File: src/rtl/core/eiec_pkg.sv
// Shared types and constants for the external interrupt edge controller.
package eiec_pkg;

  // Line and port counts
  localparam int unsigned NUM_LINES   = 16;
  localparam int unsigned NUM_PORTS   = 7;
  localparam int unsigned PORT_INPUTS = 7;
  localparam int unsigned LINE_W      = 16;
  localparam int unsigned CODE_W      = 4;
  localparam int unsigned PORT_SEL_W  = $clog2(PORT_INPUTS);
  localparam int unsigned MAP_W       = 64;
  localparam int unsigned IRQ_W       = 7;
  localparam int unsigned CFG_IDX_W   = 2;
  localparam int unsigned CFG_DATA_W  = 64;

  // Configuration register indexes
  typedef enum logic [CFG_IDX_W-1:0] {
    CFG_LINE_PORT_MAP  = 2'd0,
    CFG_INTERRUPT_MASK = 2'd1,
    CFG_RISING_ENABLE  = 2'd2,
    CFG_FALLING_ENABLE = 2'd3
  } cfg_index_t;

  // Input word
  typedef struct packed {
    logic [LINE_W-1:0] port_a_levels;
    logic [LINE_W-1:0] port_b_levels;
    logic [LINE_W-1:0] port_c_levels;
    logic [LINE_W-1:0] port_d_levels;
    logic [LINE_W-1:0] port_e_levels;
    logic [LINE_W-1:0] port_f_levels;
    logic [LINE_W-1:0] port_g_levels;
    logic [LINE_W-1:0] clear_mask;
  } in_word_t;

  // Result word
  typedef struct packed {
    logic [LINE_W-1:0] pending_lines;
    logic [LINE_W-1:0] edge_events;
    logic [IRQ_W-1:0]  irq_requests;
  } out_word_t;

  // Edge enables handed to the detector
  typedef struct packed {
    logic [LINE_W-1:0] rising;
    logic [LINE_W-1:0] falling;
  } edge_cfg_t;

  // Mask of the lines that exist
  localparam logic [LINE_W-1:0] LINE_MASK = LINE_W'((32'd1 << NUM_LINES) - 32'd1);

endpackage

File: src/rtl/core/eiec_edge_detect.sv
// Per-line port selection and edge detection for the interrupt controller.
module eiec_edge_detect (
  input  eiec_pkg::in_word_t                 in_word,
  input  logic [eiec_pkg::MAP_W-1:0]         line_port_map,
  input  eiec_pkg::edge_cfg_t                edge_cfg,
  input  logic [eiec_pkg::LINE_W-1:0]        prev_levels,
  output logic [eiec_pkg::LINE_W-1:0]        now_levels,
  output logic [eiec_pkg::LINE_W-1:0]        events
);

  logic [eiec_pkg::PORT_INPUTS-1:0][eiec_pkg::LINE_W-1:0] ports;

  // Port levels by port code
  assign ports[0] = in_word.port_a_levels;
  assign ports[1] = in_word.port_b_levels;
  assign ports[2] = in_word.port_c_levels;
  assign ports[3] = in_word.port_d_levels;
  assign ports[4] = in_word.port_e_levels;
  assign ports[5] = in_word.port_f_levels;
  assign ports[6] = in_word.port_g_levels;

  // Line i reads pin i of its selected port; unused codes read low
  always_comb begin
    logic [eiec_pkg::CODE_W-1:0] code;
    now_levels = '0;
    for (int i = 0; i < eiec_pkg::LINE_W; i++) begin
      code = line_port_map[eiec_pkg::CODE_W*i +: eiec_pkg::CODE_W];
      if ((i < eiec_pkg::NUM_LINES) &&
          (32'(code) < eiec_pkg::NUM_PORTS) &&
          (32'(code) < eiec_pkg::PORT_INPUTS)) begin
        now_levels[i] = ports[code[eiec_pkg::PORT_SEL_W-1:0]][i];
      end
    end
  end

  // Enabled rising or falling edges against last word's levels
  assign events = ((now_levels & ~prev_levels & edge_cfg.rising) |
                   (~now_levels & prev_levels & edge_cfg.falling)) & eiec_pkg::LINE_MASK;

endmodule

File: src/rtl/core/external_interrupt_edge_controller.sv
// The result word for an accepted input word is registered and valid in the cycle after acceptance.
// Throughput: one word per cycle unless the output is stalled; the result register frees up as it is taken.
// Pending bits and previous levels update in the cycle a word is accepted.
// Synchronous active-low reset clears config, pending bits, previous levels
// and the result valid flag.
module external_interrupt_edge_controller (
  input  logic                               clk,
  input  logic                               rst_n,
  input  logic                               in_valid,
  output logic                               in_ready,
  input  eiec_pkg::in_word_t                 in_data,
  output logic                               out_valid,
  input  logic                               out_ready,
  output eiec_pkg::out_word_t                out_data,
  input  logic                               cfg_wr_en,
  input  logic [eiec_pkg::CFG_IDX_W-1:0]     cfg_index,
  input  logic [eiec_pkg::CFG_DATA_W-1:0]    cfg_data
);

  logic [eiec_pkg::MAP_W-1:0]  map_r;
  logic [eiec_pkg::LINE_W-1:0] mask_r;
  eiec_pkg::edge_cfg_t         edge_cfg_r;
  logic [eiec_pkg::LINE_W-1:0] prev_r, prev_nxt;
  logic [eiec_pkg::LINE_W-1:0] pend_r, pend_nxt;
  logic                        out_valid_r, out_valid_nxt;
  eiec_pkg::out_word_t         out_r, out_nxt;
  logic [eiec_pkg::LINE_W-1:0] events;
  logic                        accept;

  // Configuration registers
  always_ff @(posedge clk) begin
    if (!rst_n) begin
      map_r      <= '0;
      mask_r     <= '0;
      edge_cfg_r <= '0;
    end else if (cfg_wr_en) begin
      unique case (eiec_pkg::cfg_index_t'(cfg_index))
        eiec_pkg::CFG_LINE_PORT_MAP:  map_r <= cfg_data[eiec_pkg::MAP_W-1:0];
        eiec_pkg::CFG_INTERRUPT_MASK: mask_r <= cfg_data[eiec_pkg::LINE_W-1:0];
        eiec_pkg::CFG_RISING_ENABLE:  edge_cfg_r.rising <= cfg_data[eiec_pkg::LINE_W-1:0];
        eiec_pkg::CFG_FALLING_ENABLE: edge_cfg_r.falling <= cfg_data[eiec_pkg::LINE_W-1:0];
        default: ;
      endcase
    end
  end

  // Take a word whenever the result register is empty or being drained
  assign in_ready = !out_valid_r || out_ready;
  assign accept   = in_valid && in_ready;

  eiec_edge_detect u_edge (
    .in_word       (in_data),
    .line_port_map (map_r),
    .edge_cfg      (edge_cfg_r),
    .prev_levels   (prev_r),
    .now_levels    (prev_nxt),
    .events        (events)
  );

  // Clear first, then set from unmasked events; build the result word
  always_comb begin
    pend_nxt = ((pend_r & ~in_data.clear_mask) | (events & mask_r)) & eiec_pkg::LINE_MASK;
    out_nxt.pending_lines   = pend_nxt;
    out_nxt.edge_events     = events;
    out_nxt.irq_requests    = {|pend_nxt[15:10], |pend_nxt[9:5], pend_nxt[4:0]};
    out_valid_nxt = accept || (out_valid_r && !out_ready);
  end

  // State and result registers
  always_ff @(posedge clk) begin
    if (!rst_n) begin
      prev_r      <= '0;
      pend_r      <= '0;
      out_valid_r <= 1'b0;
    end else begin
      out_valid_r <= out_valid_nxt;
      if (accept) begin
        prev_r <= prev_nxt;
        pend_r <= pend_nxt;
      end
    end
  end

  always_ff @(posedge clk) begin
    if (accept) begin
      out_r <= out_nxt;
    end
  end

  assign out_valid = out_valid_r;
  assign out_data  = out_r;

endmodule

File: config.mk
export PLATFORM = sky130hd
export DESIGN_NAME = external_interrupt_edge_controller
export DESIGN_NICKNAME = d
export VERILOG_FILES = /design/src/rtl/core/eiec_pkg.sv /design/src/rtl/core/eiec_edge_detect.sv /design/src/rtl/core/external_interrupt_edge_controller.sv
export SDC_FILE = /design/constraint.sdc
export NUM_CORES = 1
export LEC_CHECK = 0
export ABC_AREA = 1
export BUFFER_PORTS_ARGS = -buffer_cell sky130_fd_sc_hd__buf_2
export CAP_MARGIN = 20
export CORE_UTILIZATION = 30
export CTS_BUF_LIST = sky130_fd_sc_hd__clkbuf_4 sky130_fd_sc_hd__clkbuf_8 sky130_fd_sc_hd__clkbuf_16
export DETAILED_ROUTE_END_ITERATION = 10
export GPL_ROUTABILITY_DRIVEN = 0
export GPL_TIMING_DRIVEN = 0
export HOLD_SLACK_MARGIN = 0.1
export PLACE_DENSITY_LB_ADDON = 0.15
export SKIP_LAST_GASP = 1
export SLEW_MARGIN = 0
export SYNTH_ARGS = -nofsm -noshare
export SYNTH_HDL_FRONTEND = slang
export SYNTH_SLANG_ARGS = --single-unit
File: constraint.sdc
create_clock -name clk -period 1.7 [get_ports clk]
set_input_delay 0.17 -clock clk [delete_from_list [all_inputs] [get_ports clk]]
set_output_delay 0.17 -clock clk [all_outputs]
set_load 0.005 [all_outputs]
==> flow_metrics.env, run 1 <==
export IMPL_avgSynthCellArea_um2=7.59
export IMPL_setup_tns_final_ns=0
export IMPL_rows=60
export IMPL_cts_buffers=17
export IMPL_yosysWarningCount=0
export IMPL_vdd_ir_drop_max_mv=0.451
export IMPL_syn_nets=1286
export IMPL_wl_um=26400
export IMPL_synthCells=1087
export IMPL_synth_seq_cells=179
export IMPL_route_detailed_drc=0
export IMPL_track_usage_pct=18.9
export IMPL_ys_types=27
export IMPL_maxSlewHeadroom_pct=52.5
export IMPL_max_slew_worst_pin_slew_ns=0.713
export IMPL_cts_setup_buffers=0
export IMPL_syn_to_final_growth_pct=35.6
export IMPL_cts_tree="built"
export IMPL_critPathArrivalTime_ns=1.78
export IMPL_r2r_cells=10
export IMPL_ys_seq_area_share_pct=47.6
export IMPL_final_critical_path_setup_slack_ns=0.108
export IMPL_crit_start="map_r[20]$_SDFFE_PN0P_"
export IMPL_setup_viol=0
export IMPL_cp_start_kind="flop"
export IMPL_fp_dieW_um=168
export IMPL_dpl_worst_slack_ns=-0.522
export IMPL_grt_max_degree=44
export IMPL_layout_worst_path_cycle_share_pct=93.7
export IMPL_place_inst=1667
export IMPL_port_buffer_count=239
export IMPL_gr_total_overflow=0
export IMPL_fmax_mhz=628
export IMPL_switching_share_pct=26.2
export IMPL_grt_pass1_wl_um=40400
export IMPL_die_h_um=168
export IMPL_viasPerCell=4.50
export IMPL_io_pins=240
export IMPL_path_class="reg2reg"
export IMPL_finalNetCount=1610
export IMPL_reg2reg_to="out_data[5]$_DFFE_PP_"
export IMPL_busiest_layer="met2"
export IMPL_total_power_mw=10.6
export IMPL_r2r_start="map_r[20]$_SDFFE_PN0P_"
export IMPL_clk_latency_ns=0.43
export IMPL_hp_class="in2reg"
export IMPL_post_route_util_pct=41.5
export IMPL_internal_power_mw=7.83
export IMPL_instances_no_fill=1765
export IMPL_grt_setup_unrepaired="false"
export IMPL_clkTransAtPathRegs_ns=0.07
export IMPL_met2_usage_pct=33.0
export IMPL_required_ns=1.88
export IMPL_status="completed"
export IMPL_endpoint="out_data[5]$_DFFE_PP_"
export IMPL_ant_nets=0
export IMPL_clock_path_buffers=2
export IMPL_power_density_mw_per_mm2=949
export IMPL_seqPwrFrac_pct=44.9
export IMPL_syn_area_mm2=0.00825
export IMPL_vias=7934
export IMPL_hpwlAfterDp_um=19500
export IMPL_cts_sinks=179
export IMPL_power_switching_mw=2.78
export IMPL_route_detailed_wl_per_inst_um=15.0
export IMPL_htreeDepth=4
export IMPL_drive_gt1_share_pct=27.3
export IMPL_antenna_found_initial=0
export IMPL_clockPowerShare_pct=39.9
export IMPL_grtUsageMet1_pct=24.1
export IMPL_r2r_slack_ns=0.11
export IMPL_cp_end_kind="flop"
export IMPL_grt_pass1_vias=7631
export IMPL_skew_ns=0.00841
export IMPL_finalCriticalPeriod_ns=1.59
export IMPL_slew_viol_final=0
export IMPL_power_leakage_nw=5.12
export IMPL_met3_usage_pct=3.71
export IMPL_dieArea_mm2=0.0282
export IMPL_drv_cap=0
export IMPL_combPwrFrac_pct=15.2
export IMPL_first_pass_iters=5
export IMPL_hold_violations=0
export IMPL_start_util_pct=30.6
export IMPL_cts_root_buffer="clkbuf_16"
export IMPL_drt_initial_drc_count=418
export IMPL_num_antenna_cells=0
export IMPL_worstPathMaxFanout=5
export IMPL_core_area_mm2=0.0270
## layout by cell type, fill, tap and decap left out, drive strengths merged, types with 8 or more instances in the layout
cell type and instances:
o21ai 139, o211ai 15, clkbuf 48, dlygate4sd3 66, buf 261, edfxtp 34, a21oi 114, clkinv 8
nand2 160, and2 16, nand3 88, or2 38, nand4 16, nor2 89, dfxtp 145, nand3b 10
inv 171
## synth_stat cells, drive strengths merged
library cell / instances / area [µm²]
clkinv: 1 / 3.75
and2: 16 / 103
nor2: 89 / 359
edfxtp: 34 / 1020
a21oi: 114 / 571
nand2: 160 / 653
nand3b: 10 / 75.1
nand3: 88 / 531
inv: 170 / 638
nand4: 16 / 100
dfxtp: 145 / 2900
buf: 23 / 130
clkbuf: 29 / 109
o211ai: 15 / 113
o21ai: 139 / 703
or2: 38 / 238
## area by class of cell
cell class	instances	area, µm²
buffer	52	258
clock buffer	18	433
clock inverter	14	186
fill	2876	15800
inverter	171	642
multi-input combinational	685	3460
sequential	179	3930
tap	341	427
timing repair buffer	305	1860
## metrics by stage
step	instance area, µm²	hold WS (ns)
6_report	11200	0.105
5_1_grt	11200	0.116
4_1_cts	11200	0.101
3_5_place_dp	9870	0.422
3_3_place_gp	9870	0.415
2_1_floorplan	8250	0.304
## cell families after synthesis
kind of cell,count (synthesis),share of synthesized area (%)
AO/OA/AOI/OAI,268,16.8
flip-flops,179,47.6
AND/OR/NAND/NOR,417,25.0
buffers and inverters,223,10.7
## worst min path at each step
stage	from	to	slack, ns	cells past startpoint
6_report	cfg_data[13]	mask_r[13]$_SDFFE_PN0P_	0.11	3
5_1_grt	in_data[3]	out_data[26]$_DFFE_PP_	0.12	3
4_1_cts	cfg_data[13]	mask_r[13]$_SDFFE_PN0P_	0.10	3
3_5_place_dp	cfg_data[18]	map_r[18]$_SDFFE_PN0P_	0.42	3
3_3_place_gp	cfg_data[18]	map_r[18]$_SDFFE_PN0P_	0.42	3
2_1_floorplan	in_valid	out_valid$_SDFF_PN0_	0.30	2
## routing by layer
layer	wire, µm	part of all wire [%]
met4	227	0.86
met5	0	0
met2	12800	48
met1	12300	46
met3	1140	4.3
## state kept, by name, summed over array words and instances (netlist names)
| name | count |
|---|---|
| prev_r | 16 |
| out_data | 34 |
| map_r | 64 |
| edge_cfg_r | 32 |
| out_valid | 1 |
| pend_r | 16 |
| mask_r | 16 |
## power groups by stage
stage               clock network (mW)  registers (mW)  logic, mW
floorplan                            0            4.84      0.862
global placement                     0            4.85       1.48
detailed placement                   0            4.86       1.49
CTS                               4.29            4.76       1.63
global route                      4.49            4.80       1.82
finish                            4.23            4.76       1.61
## worst max-delay path: stages (launching register included)
cell     delay (ns)
dfxtp_1        0.40
inv_2          0.08
or2_0          0.20
nand2_1        0.07
nand3_2        0.08
nand3_2        0.09
nand2_2        0.06
nand3_2        0.12
nand2_4        0.09
nor2_4         0.11
nand3_2        0.05
## timing repair
action,CTS,global route
endpoints found under the setup margin,43,49
hold buffers,66,0
resized for setup,3,9
hold endpoints to repair,86,0
No activity file was read; power rests on OpenSTA's default activity.
==> run 2, diff against run 1 <==
==> constraint.sdc (replaced) <==
create_clock -name clk -period 2 [get_ports clk]
set_input_delay 0.2 -clock clk [delete_from_list [all_inputs] [get_ports clk]]
set_output_delay 0.2 -clock clk [all_outputs]
set_load 0.005 [all_outputs]
==> run 2 against run 1 <==
Combinational power fell by 16%. Global-route usage fell by 0.056 points. First-iteration DRC count fell by 2.4%. Sequential power fell by 15%. Final cell count fell by 0.28%. Setup slack improved by 0.055 ns. Clock skew rose by 0.0019 ns. Register-to-register slack improved by 0.05 ns. Power fell by 15%. Critical path depth fell by 4. Largest cell class unchanged.
==> flow_metrics.env, run 2 (synthesized netlist as in run 1, its figures left out) <==
export IMPL_status="completed"
export IMPL_cp_end_kind="flop"
export IMPL_critPathMaxStageDelay_ns=0.54
export IMPL_gr_total_overflow=0
export IMPL_busiest_layer="met2"
export IMPL_required_ns=2.07
export IMPL_grt_setup_unrepaired="false"
export IMPL_power_leakage_nw=5.09
export IMPL_largest_register="map_r"
export IMPL_grtUsageMet1_pct=24.2
export IMPL_critPathBufInv=5
export IMPL_antenna_found_initial=1
export IMPL_r2r_slack_ns=0.16
export IMPL_power_density_mw_per_mm2=810
export IMPL_crit_slowest_cell="buf_4"
export IMPL_skew_ns=0.0103
export IMPL_port_buffer_count=239
export IMPL_layout_worst_path_cycle_share_pct=91.9
export IMPL_setup_viol=0
export IMPL_vdd_ir_drop_max_mv=0.382
export IMPL_cp_start_kind="input pin"
export IMPL_slew_viol_final=0
export IMPL_hpwlAfterDp_um=19500
export IMPL_drt_initial_drc_count=408
export IMPL_critPathArrivalTime_ns=1.90
export IMPL_viasPerCell=4.50
export IMPL_die_h_um=168
export IMPL_worstPathMaxFanout=43
export IMPL_grt_pass1_wl_um=40300
export IMPL_dieArea_mm2=0.0282
export IMPL_maxSlewHeadroom_pct=49.9
export IMPL_max_slew_worst_pin_slew_ns=0.751
export IMPL_cts_buffers=17
export IMPL_path_class="in2reg"
export IMPL_placed_cell_area_mm2=0.00987
export IMPL_start_util_pct=30.6
export IMPL_fin_area_mm2=0.0111
export IMPL_met3_usage_pct=3.83
export IMPL_largest_reg_flops=64
export IMPL_route_detailed_wl_per_inst_um=14.9
export IMPL_vias=7912
export IMPL_core_area_mm2=0.0270
export IMPL_track_usage_pct=18.9
export IMPL_fp_dieW_um=168
export IMPL_fmax_mhz=544
export IMPL_drv_cap=0
export IMPL_grt_pass1_vias=7607
export IMPL_io_pins=240
export IMPL_first_pass_iters=5
export IMPL_holdWs_ns=0.100
export IMPL_crit_top_cell="buf_4"
export IMPL_route_detailed_drc=0
export IMPL_cts_setup_buffers=0
export IMPL_grt_max_degree=44
export IMPL_met2_usage_pct=32.6
export IMPL_wl_um=26300
export IMPL_layout_commonest_cell="buf_2"
export IMPL_cts_tree="built"
export IMPL_htreeDepth=4
export IMPL_cts_root_buffer="clkbuf_16"
export IMPL_hold_violations=0
export IMPL_hp_class="in2reg"
export IMPL_rows=60
export IMPL_clkTransAtPathRegs_ns=0.07
export IMPL_cts_sinks=179
export IMPL_final_cell_mix="buf_2, inv_1, dfxtp_1"
export IMPL_cp_top_family="buffers and inverters"
export IMPL_clk_latency_ns=0.43
export IMPL_ant_nets=0
export IMPL_crit_chain="dlygate4sd3_1 > buf_2 > nand2_2 > inv_1 > buf_4 > buf_4"
export IMPL_drive_gt1_share_pct=27.0
export IMPL_finalNetCount=1605
export IMPL_num_antenna_cells=0
export IMPL_finalCriticalPeriod_ns=1.84
export IMPL_syn_to_final_growth_pct=34.6
export IMPL_clock_path_buffers=2
run 2: cell types whose count changed in the layout (fill, tap and decap cells not counted), moves of 2 or more:
cell           previous run  this run
nand3_1                  68        70
dfxtp_1                 143       145
nand3_2                  20        18
dfxtp_2                   2         0
dlygate4sd3_1            66        61
run 2: worst register-to-register path, cell delays in order (launching register included):
cell and delay [ns]:
dfxtp_1 0.31, nand2_1 0.11, nand2_2 0.16, inv_1 0.11, buf_4 0.21, buf_4 0.54
run 2: what timing repair did:
action | in CTS | in global routing
hold endpoints to repair | 62 | 0
endpoints found under the setup margin | 43 | 0
gates resized for setup | 1 | 0
hold buffers | 61 | 0
run 2: path summary, 6_finish.rpt:
check	start	cells past startpoint	to
worst max-delay path	in_valid	6	out_data[8]$_DFFE_PP_
worst min-delay path	cfg_data[17]	3	map_r[17]$_SDFFE_PN0P_
worst max register to register	out_valid$_SDFF_PN0_	5	out_data[8]$_DFFE_PP_
worst min register to register	edge_cfg_r[20]$_SDFFE_PN0P_	2	edge_cfg_r[20]$_SDFFE_PN0P_
run 2: per-stage QoR:
stage / utilization, % / total power, mW / setup TNS, ns / instances / setup WS (ns)
6_report: 41.2 / 9.00 / 0 / 1760 / 0.162
4_1_cts: 41.2 / 9.07 / 0 / 1760 / 0.118
3_5_place_dp: 36.6 / 5.40 / -9.01 / 1667 / -0.226
3_3_place_gp: 36.6 / 5.38 / -8.72 / 1667 / -0.223
2_1_floorplan: - / 4.85 / 0 / 1087 / 0.333
5_1_grt: 41.2 / 9.42 / 0 / 1760 / 0.0125
run 2: layer usage:
layer  share of wire [%]  vias up
li1                    -     4164
met1                  47     3541
met2                  48      188
met3                 4.7       17
met4                0.97        2
met5               0.049        -
run 2: area by class of cell:
type	instances	area [µm²]
Fill cell	2885	15800
Tap cell	341	427
Sequential cell	179	3920
Clock inverter	14	186
Timing Repair Buffer	300	1810
Buffer	52	241
Inverter	171	642
Clock buffer	18	433
Multi-Input combinational cell	685	3440
run 2: power breakdown:
| group | switching [mW] | leakage [nW] | internal [mW] |
|---|---|---|---|
| clock network | 1.50 | 0.303 | 2.10 |
| logic | 0.751 | 3.26 | 0.602 |
| registers | 0.109 | 1.53 | 3.94 |
| total | 2.36 | 5.09 | 6.64 |
==> run 3, diff against run 2 <==
--- a/config.mk
+++ b/config.mk
@@ -9,7 +9,7 @@
 export BUFFER_PORTS_ARGS = -buffer_cell sky130_fd_sc_hd__buf_2
 export CAP_MARGIN = 20
 export CORE_UTILIZATION = 30
-export CTS_BUF_LIST = sky130_fd_sc_hd__clkbuf_4 sky130_fd_sc_hd__clkbuf_8 sky130_fd_sc_hd__clkbuf_16
+export CTS_BUF_LIST = sky130_fd_sc_hd__clkbuf_8
 export DETAILED_ROUTE_END_ITERATION = 10
 export GPL_ROUTABILITY_DRIVEN = 0
 export GPL_TIMING_DRIVEN = 0
==> run 3 against run 2 <==
Highest routed layer is now met4. Die area did not move. Clock skew rose by 0.0034 ns. Final area fell by 0.86%. Non-clock buffer count rose by 10. Routed wire length barely moved. Global-route usage fell by 0.051 points. Sequential cell count did not move.
==> flow_metrics.env, run 3 (synthesized netlist as in run 1, its figures left out) <==
export IMPL_cts_tree="built"
export IMPL_largest_reg_flops=64
export IMPL_cts_setup_buffers=0
export IMPL_dieArea_mm2=0.0282
export IMPL_clk_latency_ns=0.45
export IMPL_final_cell_mix="buf_2, inv_1, dfxtp_1"
export IMPL_dpl_worst_slack_ns=-0.226
export IMPL_port_buffer_count=239
export IMPL_finalCriticalPeriod_ns=1.83
export IMPL_skew_ns=0.0137
export IMPL_required_ns=2.10
export IMPL_hold_violations=0
export IMPL_final_critical_path_setup_slack_ns=0.174
export IMPL_cts_buffers=17
export IMPL_worstPathMaxFanout=43
export IMPL_maxSlewHeadroom_pct=49.2
export IMPL_fillerInstances=2912
export IMPL_core_area_mm2=0.0270
export IMPL_max_slew_worst_pin_slew_ns=0.761
export IMPL_num_antenna_cells=0
export IMPL_ant_nets=0
export IMPL_status="completed"
export IMPL_syn_to_final_growth_pct=33.5
export IMPL_power_leakage_nw=5.05
export IMPL_die_h_um=168
export IMPL_vias=7941
export IMPL_vdd_ir_drop_max_mv=0.329
export IMPL_route_detailed_wl_per_inst_um=14.9
export IMPL_io_pins=240
export IMPL_topRoutingLayerUsed="met4"
export IMPL_route_detailed_drc=0
export IMPL_cts_root_buffer="clkbuf_8"
export IMPL_start_util_pct=30.6
export IMPL_setup_viol=0
export IMPL_cp_start_kind="flop"
export IMPL_cp_end_kind="flop"
export IMPL_fmax_mhz=548
export IMPL_clkTransAtPathRegs_ns=0.09
export IMPL_placed_cell_area_mm2=0.00987
export IMPL_track_usage_pct=18.8
export IMPL_clock_path_buffers=2
export IMPL_first_pass_iters=5
export IMPL_antenna_found_initial=0
export IMPL_fp_dieW_um=168
export IMPL_wl_um=26300
export IMPL_fin_area_mm2=0.0110
export IMPL_largest_register="map_r"
export IMPL_cts_sinks=179
export IMPL_hp_class="in2reg"
export IMPL_grt_pass1_wl_um=40400
export IMPL_layout_commonest_cell="buf_2"
export IMPL_total_power_mw=8.15
export IMPL_m1WireLength_um=12300
export IMPL_path_class="reg2reg"
export IMPL_finalNetCount=1615
export IMPL_rows=60
export IMPL_drive_gt1_share_pct=26.7
export IMPL_grt_max_degree=44
export IMPL_dr_wl_met3_um=1110
export IMPL_hpwlAfterDp_um=19500
export IMPL_grt_setup_unrepaired="false"
export IMPL_critPathArrivalTime_ns=1.92
export IMPL_htreeDepth=4
export IMPL_layout_worst_path_cycle_share_pct=91.3
export IMPL_grt_pass1_vias=7681
export IMPL_power_density_mw_per_mm2=740
export IMPL_drt_initial_drc_count=411
export IMPL_viasPerCell=4.49
export IMPL_slew_viol_final=0
export IMPL_gr_total_overflow=0
export IMPL_drv_cap=0
export IMPL_dr_wl_met2_um=12700
==> run 3: cell count changes in the layout (fill, tap and decap cells not counted) <==
cell	change
dlygate4sd3_1	+10
inv_1	+1
clkbuf_4	-1
clkbuf_8	+17
clkbuf_16	-17
==> run 3: path summary, 6_finish.rpt <==
check | start | endpoint | slack (ns) | cells past startpoint
worst min register to register | edge_cfg_r[20]$_SDFFE_PN0P_ | edge_cfg_r[20]$_SDFFE_PN0P_ | 0.45 | 2
worst min-delay path | in_data[12] | out_data[35]$_DFFE_PP_ | 0.16 | 3
worst max-delay path | out_valid$_SDFF_PN0_ | out_data[7]$_DFFE_PP_ | 0.17 | 5
worst max register to register | out_valid$_SDFF_PN0_ | out_data[7]$_DFFE_PP_ | 0.17 | 5
==> run 3: power breakdown <==
group	switching (mW)	internal, mW	total [mW]	leakage, nW
clock	1.38	1.35	2.74	0.217
combinational	0.753	0.615	1.37	3.30
sequential	0.109	3.94	4.05	1.53
==> run 3: critical path, cell delays in order, from the launching register on <==
cell,delay [ns]
dfxtp_1,0.32
nand2_1,0.11
nand2_2,0.16
inv_1,0.11
buf_4,0.21
buf_4,0.53
==> run 3: routing by layer <==
metal / track usage, % / vias to the layer above
met5: 0 / -
met4: 4.43 / 0
met3: 3.06 / 13
met2: 32.9 / 187
met1: 24.2 / 3566
li1: - / 4175
==> run 3: final cells by class <==
type	count	area, µm²	area share, %
inverters	171	642	5.83
multi-input cells	685	3440	31.3
clock buffers	17	234	2.13
repair buffers	310	1910	17.3
flip-flops and latches	179	3920	35.6
clock inverters	15	190	1.73
well taps	341	427	3.88
plain buffers	52	241	2.19
==> run 3: metrics by stage <==
stage / hold slack (ns) / instances / utilization (%) / setup TNS, ns
3_5_place_dp: 0.442 / 1667 / 36.6 / -9.01
2_1_floorplan: 0.334 / 1087 / - / 0
5_1_grt: 0.132 / 1770 / 40.8 / 0
6_report: 0.156 / 1770 / 40.8 / 0
4_1_cts: 0.133 / 1770 / 40.8 / 0
3_3_place_gp: 0.436 / 1667 / 36.6 / -8.72
==> run 3: repair_timing <==
item / in CTS / in global routing
endpoints found under the hold margin: 99 / 0
resized for setup: 1 / 0
hold buffers: 71 / 0
endpoints found under the setup margin: 43 / 0
